==> config.mk <==
export PLATFORM = sky130hd
export DESIGN_NAME = timed_shutter_release_sequencer
export DESIGN_NICKNAME = d
export VERILOG_FILES = /design/src/hdl/tsrs_pkg.sv /design/src/hdl/tsrs_cfg.sv /design/src/hdl/tsrs_core.sv /design/src/hdl/timed_shutter_release_sequencer.sv
export SDC_FILE = /design/constraint.sdc
export NUM_CORES = 1
export LEC_CHECK = 0
export BUFFER_PORTS_ARGS = -buffer_cell sky130_fd_sc_hd__buf_2
export CAP_MARGIN = 0
export CORE_AREA = 2 2 190 192
export CTS_CLUSTER_DIAMETER = 80
export DETAILED_ROUTE_END_ITERATION = 10
export DIE_AREA = 0 0 192 194
export MAX_ROUTING_LAYER = met4
export SYNTH_ARGS = -nofsm -noshare
export SYNTH_HDL_FRONTEND = slang
export SYNTH_SLANG_ARGS = --single-unit
==> constraint.sdc <==
create_clock -name clk -period 4.13 [get_ports clk]
set_clock_uncertainty 0.15 [all_clocks]
set_input_delay 1.0325 -clock clk [delete_from_list [all_inputs] [get_ports clk]]
set_output_delay 1.0325 -clock clk [all_outputs]
set_load 0.01 [all_outputs]
==> src/hdl/tsrs_pkg.sv <==
// Package for the timed shutter release sequencer.
// Field widths, register addresses, phase codes, and the config and result bundle types.
// No dependencies.
package tsrs_pkg;

  localparam int TIME_W    = 32;
  localparam int SHOT_W    = 7;
  localparam int DELAY_W   = 13;
  localparam int PHASE_W   = 3;
  localparam int ADDR_W    = 4;
  localparam int DATA_W    = 32;
  localparam int OFF_SHT_W = DELAY_W + 1;
  localparam int OFF_REL_W = DELAY_W + 1;
  localparam int OFF_FIN_W = DELAY_W + 2;

  localparam logic [OFF_SHT_W-1:0] FOCUS_TO_SHUTTER_MS   = OFF_SHT_W'(10);
  localparam logic [OFF_REL_W-1:0] FOCUS_TO_RELEASE_MS   = OFF_REL_W'(50);

  // register indexes (paddr[3:2])
  localparam logic [1:0] REG_SHOT_COUNT = 2'd0;
  localparam logic [1:0] REG_DESHAKE    = 2'd1;
  localparam logic [1:0] REG_SAVE       = 2'd2;

  localparam logic [PHASE_W-1:0] PH_IDLE    = 3'd0;
  localparam logic [PHASE_W-1:0] PH_FOCUS   = 3'd1;
  localparam logic [PHASE_W-1:0] PH_SHUTTER = 3'd2;
  localparam logic [PHASE_W-1:0] PH_RELEASE = 3'd3;
  localparam logic [PHASE_W-1:0] PH_FINISH  = 3'd4;

  // offsets from the planning tick to each deadline
  typedef struct packed {
    logic [SHOT_W-1:0]    shot_count;
    logic [DELAY_W-1:0]   off_focus;
    logic [OFF_SHT_W-1:0] off_shutter;
    logic [OFF_REL_W-1:0] off_release;
    logic [OFF_FIN_W-1:0] off_finish;
  } cfg_t;

  typedef struct packed {
    logic               focus_line;
    logic               shutter_line;
    logic [PHASE_W-1:0] phase;
  } res_t;

endpackage

==> src/hdl/tsrs_cfg.sv <==
// Configuration registers of the shutter sequencer, APB-style access.
// Also holds the precomputed deadline offsets. Depends on tsrs_pkg.
module tsrs_cfg (
  input  logic                        clk,
  input  logic                        rst,
  input  logic                        psel,
  input  logic                        penable,
  input  logic                        pwrite,
  input  logic [tsrs_pkg::ADDR_W-1:0] paddr,
  input  logic [tsrs_pkg::DATA_W-1:0] pwdata,
  output logic [tsrs_pkg::DATA_W-1:0] prdata,
  output logic                        pready,
  output tsrs_pkg::cfg_t              cfg
);
  import tsrs_pkg::*;

  logic [SHOT_W-1:0]  shot_count;
  logic [DELAY_W-1:0] deshake_delay_ms;
  logic [DELAY_W-1:0] save_duration_ms;
  logic               wr_en;

  assign pready = 1'b1;
  assign wr_en  = psel && penable && pwrite;

  always_ff @(posedge clk) begin
    if (rst) begin
      shot_count       <= SHOT_W'(1);
      deshake_delay_ms <= DELAY_W'(1);
      save_duration_ms <= DELAY_W'(1);
    end else if (wr_en) begin
      unique case (paddr[3:2])
        REG_SHOT_COUNT: shot_count       <= pwdata[SHOT_W-1:0];
        REG_DESHAKE:    deshake_delay_ms <= pwdata[DELAY_W-1:0];
        REG_SAVE:       save_duration_ms <= pwdata[DELAY_W-1:0];
        default: begin
        end
      endcase
    end
  end

  always_comb begin
    unique case (paddr[3:2])
      REG_SHOT_COUNT: prdata = DATA_W'(shot_count);
      REG_DESHAKE:    prdata = DATA_W'(deshake_delay_ms);
      REG_SAVE:       prdata = DATA_W'(save_duration_ms);
      default:        prdata = '0;
    endcase
  end

  // offsets are registered from the config registers, so they settle in the cycle after a write
  always_ff @(posedge clk) begin
    cfg.shot_count  <= shot_count;
    cfg.off_focus   <= deshake_delay_ms;
    cfg.off_shutter <= OFF_SHT_W'(deshake_delay_ms) + FOCUS_TO_SHUTTER_MS;
    cfg.off_release <= OFF_REL_W'(deshake_delay_ms) + FOCUS_TO_RELEASE_MS;
    cfg.off_finish  <= OFF_FIN_W'(deshake_delay_ms) + OFF_FIN_W'(FOCUS_TO_RELEASE_MS)
                       + OFF_FIN_W'(save_duration_ms);
  end

endmodule

==> src/hdl/tsrs_core.sv <==
// Phase sequencer: deadline planning, compare and line levels.
// Updates its state once per consumed transaction. Depends on tsrs_pkg.
module tsrs_core (
  input  logic                        clk,
  input  logic                        rst,
  input  logic                        fire,
  input  logic [tsrs_pkg::TIME_W-1:0] now_ms,
  input  logic                        click_request,
  input  tsrs_pkg::cfg_t              cfg,
  output tsrs_pkg::res_t              res
);
  import tsrs_pkg::*;

  logic [PHASE_W-1:0] phase;
  logic [PHASE_W-1:0] phase_next;
  logic [SHOT_W-1:0]  shots_left;
  logic [SHOT_W-1:0]  shots_left_next;
  logic               focus_level;
  logic               focus_level_next;
  logic               shutter_level;
  logic               shutter_level_next;
  logic [TIME_W-1:0]  focus_deadline;
  logic [TIME_W-1:0]  shutter_deadline;
  logic [TIME_W-1:0]  release_deadline;
  logic [TIME_W-1:0]  finish_deadline;
  logic [TIME_W-1:0]  sel_deadline;
  logic               due;
  logic               plan;

  always_comb begin
    unique case (phase)
      PH_FOCUS:   sel_deadline = focus_deadline;
      PH_SHUTTER: sel_deadline = shutter_deadline;
      PH_RELEASE: sel_deadline = release_deadline;
      default:    sel_deadline = finish_deadline;
    endcase
  end

  assign due = now_ms > sel_deadline;

  always_comb begin
    phase_next         = phase;
    shots_left_next    = shots_left;
    focus_level_next   = focus_level;
    shutter_level_next = shutter_level;
    plan               = 1'b0;
    unique case (phase)
      PH_IDLE: begin
        if (click_request) begin
          shots_left_next = cfg.shot_count;
          plan            = 1'b1;
          phase_next      = PH_FOCUS;
        end
      end
      PH_FOCUS: begin
        if (due) begin
          focus_level_next = 1'b0;
          phase_next       = PH_SHUTTER;
        end
      end
      PH_SHUTTER: begin
        if (due) begin
          shutter_level_next = 1'b0;
          phase_next         = PH_RELEASE;
        end
      end
      PH_RELEASE: begin
        if (due) begin
          focus_level_next   = 1'b1;
          shutter_level_next = 1'b1;
          phase_next         = PH_FINISH;
        end
      end
      PH_FINISH: begin
        if (due) begin
          if (shots_left > SHOT_W'(1)) begin
            shots_left_next = shots_left - SHOT_W'(1);
            plan            = 1'b1;
            phase_next      = PH_FOCUS;
          end else begin
            shots_left_next = '0;
            phase_next      = PH_IDLE;
          end
        end
      end
      default: phase_next = PH_IDLE;
    endcase
  end

  always_ff @(posedge clk) begin
    if (rst) begin
      phase         <= PH_IDLE;
      shots_left    <= '0;
      focus_level   <= 1'b1;
      shutter_level <= 1'b1;
    end else if (fire) begin
      phase         <= phase_next;
      shots_left    <= shots_left_next;
      focus_level   <= focus_level_next;
      shutter_level <= shutter_level_next;
    end
  end

  always_ff @(posedge clk) begin
    if (rst) begin
      focus_deadline   <= '0;
      shutter_deadline <= '0;
      release_deadline <= '0;
      finish_deadline  <= '0;
    end else if (fire && plan) begin
      focus_deadline   <= now_ms + TIME_W'(cfg.off_focus);
      shutter_deadline <= now_ms + TIME_W'(cfg.off_shutter);
      release_deadline <= now_ms + TIME_W'(cfg.off_release);
      finish_deadline  <= now_ms + TIME_W'(cfg.off_finish);
    end
  end

  assign res.focus_line   = focus_level_next;
  assign res.shutter_line = shutter_level_next;
  assign res.phase        = phase_next;

  a_focus_pressed: assert property (@(posedge clk) disable iff (rst)
    !focus_level |-> (phase == PH_SHUTTER || phase == PH_RELEASE))
    else $error("focus pressed outside shutter/release phases");

  a_shutter_pressed: assert property (@(posedge clk) disable iff (rst)
    !shutter_level |-> (phase == PH_RELEASE))
    else $error("shutter pressed outside release phase");

  a_idle_no_shots: assert property (@(posedge clk) disable iff (rst)
    (phase == PH_IDLE) |-> (shots_left == '0))
    else $error("shots left while idle");

  a_hold_no_fire: assert property (@(posedge clk) disable iff (rst)
    !fire |=> $stable(phase) && $stable(shots_left))
    else $error("state moved without a transaction");

endmodule

==> src/hdl/timed_shutter_release_sequencer.sv <==
// Top level of the timed shutter release sequencer.
// Path from input transaction to result: input register, then result register.
// Throughput: one transaction per cycle unless out_stall holds the result register; the phase
// compare and deadline adds sit between the input and result registers.
// Reset: synchronous, active high; phase idle, lines released, registers at 1.
// Depends on tsrs_pkg, tsrs_cfg and tsrs_core.
module timed_shutter_release_sequencer (
  input  logic                        clk,
  input  logic                        rst,
  input  logic                        psel,
  input  logic                        penable,
  input  logic                        pwrite,
  input  logic [tsrs_pkg::ADDR_W-1:0] paddr,
  input  logic [tsrs_pkg::DATA_W-1:0] pwdata,
  output logic [tsrs_pkg::DATA_W-1:0] prdata,
  output logic                        pready,
  input  logic                        in_valid,
  output logic                        in_stall,
  input  logic [tsrs_pkg::TIME_W-1:0] now_ms,
  input  logic                        click_request,
  output logic                        out_valid,
  input  logic                        out_stall,
  output logic                        focus_line,
  output logic                        shutter_line,
  output logic                        ready_res,
  output logic [tsrs_pkg::PHASE_W-1:0] phase
);
  import tsrs_pkg::*;

  cfg_t              cfg;
  res_t              res;
  logic              s1_valid;
  logic [TIME_W-1:0] s1_now;
  logic              s1_req;
  logic              out_free;
  logic              adv;
  logic              in_take;

  assign out_free = !out_valid || !out_stall;
  assign adv      = s1_valid && out_free;
  assign in_stall = s1_valid && !out_free;
  assign in_take  = in_valid && !in_stall;

  tsrs_cfg u_cfg (
    .clk     (clk),
    .rst     (rst),
    .psel    (psel),
    .penable (penable),
    .pwrite  (pwrite),
    .paddr   (paddr),
    .pwdata  (pwdata),
    .prdata  (prdata),
    .pready  (pready),
    .cfg     (cfg)
  );

  tsrs_core u_core (
    .clk           (clk),
    .rst           (rst),
    .fire          (adv),
    .now_ms        (s1_now),
    .click_request (s1_req),
    .cfg           (cfg),
    .res           (res)
  );

  always_ff @(posedge clk) begin
    if (rst) begin
      s1_valid <= 1'b0;
    end else if (in_take) begin
      s1_valid <= 1'b1;
    end else if (adv) begin
      s1_valid <= 1'b0;
    end
  end

  always_ff @(posedge clk) begin
    if (in_take) begin
      s1_now <= now_ms;
      s1_req <= click_request;
    end
  end

  always_ff @(posedge clk) begin
    if (rst) begin
      out_valid <= 1'b0;
    end else if (out_free) begin
      out_valid <= s1_valid;
    end
  end

  always_ff @(posedge clk) begin
    if (adv) begin
      focus_line   <= res.focus_line;
      shutter_line <= res.shutter_line;
      ready_res    <= (res.phase == PH_IDLE);
      phase        <= res.phase;
    end
  end

endmodule

# == Word level (Yosys, flattened, before mapping) ==
# Index checks and enable logic that the tools add are counted.
# word_totals
memories,0
ramBits,0
latch_bits,0
word_cells,88
register_bits,277
in_bits,76
mem_bits_ro,0
# classes
n_shift,0
bitwise_logic,0
order_cmp,2
eq_ne,8
n_addsub,9
n_div,0
mul,0
mux,25
reduce_logical,20
# ops
cell,count
32-bit case mux with 3 select lines,1
32-bit by 14-bit adder with 32-bit output,2
13-bit case mux with 3 select lines,1
32-bit by 13-bit adder with 32-bit output,1
32-bit by 15-bit adder with 32-bit output,1
32-bit > comparator,1
13-bit by 6-bit adder with 14-bit output (second input constant),2
7-bit 2-to-1 mux,3
15-bit by 13-bit adder with 15-bit output,1
3-bit 2-to-1 mux,5
3-bit case mux with 5 select lines,1
13-bit by 4-bit adder with 14-bit output (second input constant),1
7-bit case mux with 2 select lines,1
1-bit 2-to-1 mux,10
7-bit by 1-bit > comparator with 1-bit output (second input constant),1
7-bit by 1-bit subtractor with 7-bit output (second input constant),1
3-bit by 2-bit == test with 1-bit output (second input constant),2
1-bit logical AND,6
3-bit logical NOT,2
1-bit case mux with 2 select lines,3
2-bit AND reduction,3
1-bit logical NOT,4
4-bit AND reduction,1
2-bit nonzero test,2
8 further kinds,8

# == Longest topological paths before layout ==
# Gate-level depths: netlist of run 1.
# logic_depth
ltp_word,7
ltp_mapped,17
mapped_depth_nobuf,12

# == By module ==
# A second synthesis of run 1 with hierarchy kept.
# unflattened
cells_unflattened,1868
hier_area_um2,16208.0
# by_module_without_submodules
module,cells_per_inst,instances,area_each_um2
tsrs_core,1401,1,11014.3
tsrs_cfg,417,1,3931.3
timed_shutter_release_sequencer,50,1,1262.5

# == Worst setup path after synthesis of run 1 ==
# Ideal clock, no wire load.
# synth_timing
kind,reg-to-reg
startpoint,register u_core.phase[1]
endpoint,register u_core.shots_left[5]
arrival_ps,3434
stages_incl_launch_ff,15
period_less_slack_ps,3700
t_required_ps,3864
slack_ps,430
path_cell_list,dfxtp_1 clkbuf_1 clkbuf_1 buf_1 mux2i_1 a21oi_1 o22ai_1 ha_1 nand4_1 and4bb_2 a211oi_1 a22o_1 o21ai_2 a221o_1 a31o_2
# synth_via
elab_chain_cells,5
word_cells_on_any_way,12
cone_classes,1 x order compare; 6 x eq/ne; 2 x mux; 3 x reduce/logical
# synth_lines
element,line,source
start: declaration,tsrs_core.sv:14,logic [PHASE_W-1:0] phase;
start signal: assignment,tsrs_core.sv:97,phase <= phase_next;
3-bit by 2-bit == test with 1-bit output or 3-bit by 1-bit == test with 1-bit output (tied branches),tsrs_core.sv:31,unique case (phase)
32-bit case mux with 3 select lines,tsrs_core.sv:31,
32-bit > comparator,tsrs_core.sv:39,assign due = now_ms > sel_deadline;
2-bit by 1-bit inequality test with 1-bit output (no line),--,
4-bit AND reduction (no line),--,
end signal: assignment,tsrs_core.sv:98,shots_left <= shots_left_next;
end: declaration,tsrs_core.sv:16,logic [SHOT_W-1:0] shots_left;
# Parallel ways exist; a longest one is shown, timed or not.
# A chain may end at the register's enable or synchronous reset.

# == Worst setup path after layout of run 1 ==
# layout_timing
startpoint,register u_core.phase[1]
endpoint,register u_core.release_deadline[22]
# layout_via
elab_chain_cells,6
word_cells_on_any_way,10
cone_classes,1 x order compare; 4 x eq/ne; 3 x mux; 2 x reduce/logical
# layout_lines
element,line,source
3-bit by 2-bit == test with 1-bit output or 3-bit by 1-bit == test with 1-bit output (tied branches),tsrs_core.sv:31,
32-bit case mux with 3 select lines,tsrs_core.sv:31,
32-bit > comparator,tsrs_core.sv:39,
1-bit 2-to-1 mux,tsrs_core.sv:75,if (due) begin
1-bit case mux with 2 select lines (*),tsrs_core.sv:47,unique case (phase)
1-bit logical AND (*),tsrs_core.sv:110,end else if (fire && plan) begin
end signal: assignment,tsrs_core.sv:113,release_deadline <= now_ms + TIME_W'(cfg.off_release);
end: declaration,tsrs_core.sv:24,logic [TIME_W-1:0] release_deadline;
# Mark *: on every way between the ends. The rest lies on a longest branch, timed or not.

==> results.cfg, run 1 <==
[timing]
fin_crit_ns = 3.87
setup_viol = 0
maxSlewHeadroom = 0.399
fin_ws_ns = 0.261
fmax_ghz = 0.258
period_share = 0.937
slew_viol_final = 0
tightest_slew_ns = 0.902
hold_viol = 0

[layout]
final_cell_area_sq_mm = 0.0175
final_common_cell = dfxtp_1
diodes = 0
nNetsFinal = 2028
seq_area_sq_mm = 0.00578
syn2layout_area_growth_pct = 11.9
drive_gt1_frac = 0.120
final_cell_mix = dfxtp_1, a21oi_1, nand2_1
multi_input_area_sq_mm = 0.00908
filler_cell_count = 3441

[floorplan]
die_area_sq_mm = 0.0372
io_pins = 117
initial_core_util = 0.444
core_area_sq_mm = 0.0352
die_x_um = 192
die_height_um = 194
rows = 69

[clock_network]
clkTransAtPathRegs_ns = 0.06
clock-root-buffer = clkbuf_16
clock_latency_ns = 0.58
cts-buffers-inserted = 30
cts_tree = built
clk_path_buf_depth = 3
htree_levels = 1
cts_setup_buffers = 0
clock_sinks = 269

[drt]
drtAntennaViolNets = 0
dr_total_vias = 13824
dr.first_iter.drc_count = 1012
dr.pass1.iters = 7
wl_per_cell_um = 20.1
vias_per_cell = 5.93
wirelength_mm = 46.9
drc = 0

[pwr]
power_mw = 6.40
ir_drop_mv = 0.296
cellPowerDensity_mw_per_mm2 = 366
p_leak_nw = 6.86

[worst_setup_path]
crit_arrival_ns = 4.19
worst_r2r_startpoint = u_core.phase[1]
regToRegEndpoint = u_core.release_deadline[22]
worst-setup-path-type = reg -> reg
path_max_fanout = 29
required_ns = 4.45
critPathCaptureType = flip-flop
r2r_cells = 15
rrSetupSlack_ns = 0.26
critPathLaunchType = flip-flop

[global_routing]
grt_max_degree = 82
overflow = 0
antenna_found_initial = 0
grt_pass1_wl_mm = 73.4
grt_pass1_vias = 13144
grt_usage = 0.255

[status]
status = complete, no violations

[synthesis]
synthCells = 1818
synth_seq_cells = 269
ys_warn_count = 0
synth-async-reset-ratio = 0
synth_ff_type = dfxtp_1
netlist_area_sq_mm = 0.0156
synth_compound_area_frac = 0.243
synth_simple_gate_area_share = 0.155
synth_top_family_by_area = compound AO/OA/AOI/OAI gates
seq_area_frac_synth = 0.370
synth_edf_count = 39
synthXorXnorAreaFrac = 0.0605
yosysTopAreaCell = dfxtp_1
synthAdderAreaFrac = 0.0852
synth_area_leaders = dfxtp_1, ha_1, edfxtp_1
netlist.area_leader.share = 0.295
synth_mux_area_frac = 0.0301
post_synth.cell_area_avg_sq_um = 8.59
synth.distinct_cells = 82

[place]
post-place-ws_ns = -0.0505
dp_hpwl_mm = 32.3
place_area_sq_mm = 0.0165
gp_congestion = 0.872
port_buffers = 75

[flow_run]
drv_cap = 0

[worst_hold_path]
hold_class = reg -> reg
holdPathEnd = u_cfg.cfg[58]
min_from = u_cfg.shot_count[2]
hold_depth = 0
worst max path at each step:
stage | start | endpoint
detailed placement | u_core.phase[0] | u_core.release_deadline[14]
floorplan | u_core.phase[1] | u_core.shots_left[5]
global placement | u_core.phase[1] | u_core.finish_deadline[13]
global route | u_core.phase[1] | u_core.finish_deadline[29]
CTS | u_core.phase[1] | u_core.release_deadline[29]
finish | u_core.phase[1] | u_core.release_deadline[22]
synthesized netlist by cell type, types with 8 or more instances:
cell and number:
xor2_1 30, a211oi_1 27, o211ai_1 20, nand3_1 90, nand4_1 18, a22o_1 8
or3_1 16, ha_1 100, o21ai_0 118, o31ai_1 45, xnor2_1 78, nor3_1 70
nand2_1 158, edfxtp_1 39, a21oi_1 200, nor2b_1 12, dfxtp_1 230, nor2_1 89
buf_1 11, and3_1 11, inv_1 48, mux2i_1 20, mux2_2 24, and2_1 10
o21a_1 17, o22ai_1 8, buf_4 25, buf_2 23, clkbuf_1 74, a21o_1 18
a22oi_1 30, a311oi_1 29
power breakdown:
part           leakage (nW)  switching (mW)  internal (mW)
Clock                 0.491            1.14           1.60
Combinational          4.13           0.478          0.321
Sequential             2.24          0.0974           2.76
per-stage QoR:
stage	cells	util	setup TNS [ns]	hold slack (ns)
floorplan	1836	-	0	0.176
detailed placement	2277	0.467	-0.0917	0.218
global route	2333	0.496	-0.492	0.236
CTS	2333	0.496	0	0.227
finish	2333	0.496	0	0.228
global placement	2277	0.467	-0.0000413	0.213
sequential cells by signal, summed over array words and instances, names as in the netlist, 3 cells and up:
name	count
u_cfg.cfg	59
s1_now	32
u_core.finish_deadline	32
u_core.release_deadline	32
u_core.focus_deadline	31
u_core.shutter_deadline	29
u_cfg.deshake_delay_ms	13
u_cfg.save_duration_ms	13
u_cfg.shot_count	7
u_core.shots_left	7
phase	3
u_core.phase	3
cell type report:
cell class,instances,share of cell area
multi-input combinational,1377,0.519
sequential,269,0.331
clock buffer,44,0.0501
timing repair buffer,120,0.0488
tap,461,0.0330
inverter,50,0.0107
clock inverter,12,0.00780
per-layer routing:
layer	global-route usage	vias to the layer above	wire (um)
li1	-	6721	-
met1	0.340	6516	21100
met2	0.389	478	21100
met3	0.0420	109	3030
met4	0.0908	0	1690
met5	-	-	0
timing repair:
item                                    4_1_cts  5_1_grt
gates resized for setup                       1        5
hold buffers                                  0        0
endpoints found under the setup margin        2       93
critical path, stage by stage (launching register included):
cell	delay [ns]
dfxtp_2	0.40
buf_12	0.21
mux2_2	0.36
a22oi_1	0.14
nor2_1	0.06
a21oi_1	0.17
ha_1	0.19
nand4_1	0.26
a2111oi_1	0.57
buf_4	0.21
o31ai_2	0.09
a21boi_4	0.20
buf_12	0.22
buf_12	0.19
nor3_1	0.06
a311oi_1	0.25
cell families after synthesis:
group           Yosys count
compound gates          594
simple gates            507
flops                   269
buf+inv                 190
xor+xnor                108
fa+ha+maj               104
mux                      44
other cells               2
Note: power is estimated with default switching activity, not from simulation.
==> inputs of run 2 (changes only) <==
--- a/config.mk
+++ b/config.mk
@@ -8,10 +8,12 @@
 export BUFFER_PORTS_ARGS = -buffer_cell sky130_fd_sc_hd__buf_2
 export CAP_MARGIN = 0
 export CORE_AREA = 2 2 190 192
+export CTS_BUF_LIST = sky130_fd_sc_hd__clkbuf_16
 export CTS_CLUSTER_DIAMETER = 80
 export DETAILED_ROUTE_END_ITERATION = 10
 export DIE_AREA = 0 0 192 194
 export MAX_ROUTING_LAYER = met4
+export SLEW_MARGIN = 10
 export SYNTH_ARGS = -nofsm -noshare
 export SYNTH_HDL_FRONTEND = slang
 export SYNTH_SLANG_ARGS = --single-unit
==> run 2 against run 1 <==
Die area is the same. Highest routed layer unchanged. Flip-flop and latch count is the same. Register-to-register slack is essentially flat. Final area shrank 0.17%.
==> results.cfg, run 2 (synthesized netlist as in run 1, its figures left out) <==
[worst_hold_path]
min_from = u_cfg.shot_count[6]
holdPathEnd = u_cfg.cfg[62]
hold_depth = 0
hold_class = reg -> reg

[clock_network]
clock_sinks = 269
clock_latency_ns = 0.58
cts-buffers-inserted = 30
clock-root-buffer = clkbuf_16
htree_levels = 1
clkTransAtPathRegs_ns = 0.06
clk_path_buf_depth = 3
cts_tree = built

[global_routing]
grt_pass1_wl_mm = 73.4
overflow = 0
antenna_found_initial = 0
grt_pass1_vias = 13143
grt_usage = 0.255
grt_max_degree = 82

[layout]
nNetsFinal = 2028
filler_cell_count = 3446
seq_area_sq_mm = 0.00578
syn2layout_area_growth_pct = 11.7
diodes = 0
drive_gt1_frac = 0.119
multi_input_area_sq_mm = 0.00908
largest_reg_flops = 59
regMostFlops = u_cfg.cfg
final_cell_mix = dfxtp_1, a21oi_1, nand2_1
final_common_cell = dfxtp_1
fin_util = 0.496

[timing]
maxSlewHeadroom = 0.398
slew_viol_final = 0
period_share = 0.938
hold_viol = 0
finalSetupTns_ns = 0
fin_crit_ns = 3.87
fmax_ghz = 0.258
fin_ws_ns = 0.256
tightest_slew_ns = 0.903
setup_viol = 0
whs_ns = 0.228

[worst_setup_path]
path_max_fanout = 29
worst-setup-path-type = reg -> reg
critPathLaunchType = flip-flop
max_stage_delay_ns = 0.58
crit_top_cell = buf_12
worst_r2r_startpoint = u_core.phase[1]
critPathCaptureType = flip-flop
crit_arrival_ns = 4.20
r2r_cells = 15
crit_chain = buf_12 -> mux2_2 -> a22oi_1 -> nor2_1 -> a21oi_1 -> ha_1 -> nand4_1 -> a2111oi_1 -> buf_4 -> o31ai_2 -> a21boi_4 -> buf_12 -> buf_12 -> nor3_1 -> a311oi_1
regToRegEndpoint = u_core.release_deadline[22]
cp_slowest_cell = a2111oi_1
required_ns = 4.46
rrSetupSlack_ns = 0.26

[flow_run]
drv_cap = 0

[drt]
vias_per_cell = 5.92
dr.first_iter.drc_count = 1075
dr_total_vias = 13822
drtAntennaViolNets = 0
wirelength_mm = 47.0
dr.pass1.iters = 7
drc = 0
wl_per_cell_um = 20.1

[pwr]
p_leak_nw = 6.88
cellPowerDensity_mw_per_mm2 = 362
ir_drop_mv = 0.299

[floorplan]
die_area_sq_mm = 0.0372
core_area_sq_mm = 0.0352
initial_core_util = 0.444
rows = 69
die_height_um = 194
die_x_um = 192
io_pins = 117

[place]
gp_congestion = 0.872
port_buffers = 75
dp_hpwl_mm = 32.3
post-place-ws_ns = -0.0505

[status]
status = complete, no violations
run 2: changes by cell type in the layout (fill, tap and decap cells not counted):
| cell | change |
|---|---|
| clkinv_1 | +3 |
| clkbuf_1 | -9 |
| clkbuf_8 | -3 |
| inv_1 | +9 |
run 2: cell type report:
class / instances / area share
clock buffer: 32 / 0.0459
clock inverter: 24 / 0.0104
inverter: 50 / 0.0108
multi-input combinational: 1377 / 0.520
sequential: 269 / 0.331
tap: 461 / 0.0330
timing repair buffer: 120 / 0.0489
run 2: metal layers:
metal	share of wire	GRT usage	wire length [um]
met1	0.45	0.340	21000
met2	0.45	0.390	21000
met3	0.066	0.0425	3100
met4	0.039	0.0913	1810
met5	0	-	0
run 2: worst max-delay path: cells and delay by family (launching register included):
| family | cells | cell delay (ns) |
|---|---|---|
| compound gates | 6 | 1.44 |
| fa+ha+maj | 1 | 0.19 |
| buf+inv | 4 | 0.84 |
| flops | 1 | 0.40 |
| mux | 1 | 0.36 |
| simple gates | 3 | 0.38 |
run 2: metrics by stage:
stage               power (mW)  instances  instance area (sq um)
floorplan                 3.45       1836                  15700
global placement          3.68       2277                  16500
detailed placement        3.70       2277                  16500
CTS                       6.37       2333                  17400
global route              6.57       2333                  17500
finish                    6.32       2333                  17500
run 2: what timing repair did:
item                       4_1_cts  5_1_grt
hold buffers                     0        0
setup endpoints to repair        2       94
setup buffers                    0        0
resized for setup                1        5
hold endpoints to repair         0        0
cloned                           0        0
pin swaps                        0        0
run 2: worst max-delay path by stage:
stage	start	endpoint	slack, ns	cells after the start
after floorplan	u_core.phase[1]	u_core.shots_left[5]	0.43	14
after global placement	u_core.phase[1]	u_core.finish_deadline[13]	-0.00004	14
after detailed placement	u_core.phase[0]	u_core.release_deadline[14]	-0.05	14
after CTS	u_core.phase[1]	u_core.release_deadline[29]	0.14	15
after global routing	u_core.phase[1]	u_core.finish_deadline[29]	-0.06	15
final	u_core.phase[1]	u_core.release_deadline[22]	0.26	15
run 2: report_power, final:
group	internal (mW)	switching, mW	total (mW)	leakage, nW
sequential	2.76	0.0972	2.86	2.24
clock	1.52	1.14	2.66	0.512
combinational	0.321	0.479	0.799	4.13
total	4.61	1.72	6.32	6.88
==> inputs of run 3 (changes only) <==
==> constraint.sdc (replaced) <==
create_clock -name clk -period 3.9 [get_ports clk]
set_clock_uncertainty 0.15 [all_clocks]
set_input_delay 0.975 -clock clk [delete_from_list [all_inputs] [get_ports clk]]
set_output_delay 0.975 -clock clk [all_outputs]
set_load 0.01 [all_outputs]
==> run 3 against run 2 <==
Clock-buffer cell count rose by 3. Power increased by 8.4%. Worst setup slack got worse by 0.13 ns. Wire length up 0.42%. Global-route usage is 0.43 points higher. Largest cell class unchanged. Highest routed layer unchanged.
==> results.cfg, run 3 (synthesized netlist as in run 1, its figures left out) <==
[pwr]
ir_drop_mv = 0.315
cellPowerDensity_mw_per_mm2 = 383
power_mw = 6.85
p_leak_nw = 7.12

[timing]
rsz0062_at_grt = true
fin_ws_ns = 0.125
tightest_slew_ns = 0.964
hold_viol = 0
period_share = 0.968
setup_viol = 0
slew_viol_final = 0
fmax_ghz = 0.265
maxSlewHeadroom = 0.357
fin_crit_ns = 3.78

[flow_run]
drv_cap = 0

[worst_hold_path]
hold_class = reg -> reg
hold_depth = 0
holdPathEnd = u_cfg.cfg[62]
min_from = u_cfg.shot_count[6]

[layout]
final_cell_mix = dfxtp_1, a21oi_1, nand2_1
drive_gt1_frac = 0.141
diodes = 0
final_common_cell = dfxtp_1
largest_reg_flops = 59
regMostFlops = u_cfg.cfg
nNetsFinal = 2066
syn2layout_area_growth_pct = 14.4

[worst_setup_path]
regToRegEndpoint = u_core.release_deadline[16]
crit_arrival_ns = 4.05
rrSetupSlack_ns = 0.12
worst_r2r_startpoint = u_core.phase[1]
critPathLaunchType = flip-flop
path_max_fanout = 25
required_ns = 4.17
critPathCaptureType = flip-flop
worst-setup-path-type = reg -> reg
r2r_cells = 16

[status]
status = complete, no violations

[floorplan]
die_area_sq_mm = 0.0372
rows = 69
initial_core_util = 0.444
core_area_sq_mm = 0.0352
die_x_um = 192
die_height_um = 194
io_pins = 117

[clock_network]
clock_sinks = 269
clk_path_buf_depth = 3
clock-root-buffer = clkbuf_16
cts-buffers-inserted = 34
cts_tree = built
clkTransAtPathRegs_ns = 0.05
clock_latency_ns = 0.54
cts_hold_buffers = 0
htree_levels = 2

[drt]
drc = 0
vias_per_cell = 5.91
drtAntennaViolNets = 0
dr.first_iter.drc_count = 1043
wl_per_cell_um = 19.9
dr.pass1.iters = 5
dr_total_vias = 14018
wirelength_mm = 47.2

[place]
post-place-ws_ns = -0.287
port_buffers = 75
gp_congestion = 0.866
dp_hpwl_mm = 33.7

[global_routing]
grt_usage = 0.260
grt_max_degree = 83
antenna_found_initial = 0
grt_pass1_vias = 13432
grt_pass1_wl_mm = 74.5
overflow = 0
-- run 3: timing repair --
action / in CTS / in global routing
gates resized for setup: 6 / 25
setup endpoints to repair: 126 / 139
hold endpoints to repair: 0 / 0
pin swaps: 0 / 10
setup buffers: 0 / 2
-- run 3: worst max-delay path by stage --
| stage | start | to | cells after the start |
|---|---|---|---|
| floorplan | u_core.phase[1] | u_core.shots_left[5] | 14 |
| global placement | u_core.phase[1] | u_core.finish_deadline[13] | 14 |
| detailed placement | u_core.phase[1] | u_core.finish_deadline[13] | 14 |
| CTS | u_core.phase[1] | u_core.finish_deadline[17] | 14 |
| global route | u_core.phase[1] | u_core.finish_deadline[17] | 16 |
| finish | u_core.phase[1] | u_core.release_deadline[16] | 16 |
-- run 3: metal layers --
| metal | routed length, um | global-route usage | vias up |
|---|---|---|---|
| met5 | 0 | - | - |
| met4 | 1610 | 0.0902 | 0 |
| met3 | 2800 | 0.0342 | 95 |
| met2 | 21500 | 0.401 | 485 |
| met1 | 21200 | 0.349 | 6643 |
| li1 | - | - | 6795 |
-- run 3: per-stage QoR --
stage	setup TNS [ns]	std cells	cell area [sq um]	util	hold WS [ns]
after floorplan	0	1836	15700	-	0.176
final	0	2373	17900	0.507	0.220
after global placement	-0.894	2309	16700	0.474	0.209
after detailed placement	-4.77	2309	16700	0.474	0.213
after global routing	-0.0576	2373	17900	0.507	0.230
after CTS	0	2371	17800	0.505	0.221
-- run 3: critical path: stages, from the launching register on --
cell,delay (ns)
dfxtp_4,0.44
buf_12,0.18
buf_4,0.14
mux2_2,0.33
a22oi_1,0.15
nor2_1,0.08
a21oi_2,0.13
ha_1,0.25
and4_1,0.26
and4bb_2,0.29
a211oi_4,0.24
a22oi_2,0.14
a21boi_4,0.19
buf_12,0.17
buf_12,0.18
nor3_1,0.06
a311oi_1,0.26
-- run 3: report_power, final --
group	switching, mW	internal [mW]
clock network	1.24	1.70
logic	0.522	0.364
registers	0.0971	2.93
total	1.86	4.99
-- run 3: layout make-up --
type | instances | area [sq um]
inverters | 50 | 188
multi-input cells | 1377 | 9140
flip-flops and latches | 269 | 5780
clock buffers | 35 | 876
repair buffers | 154 | 1150
well taps | 461 | 577
fillers | 3334 | 17400
clock inverters | 27 | 166
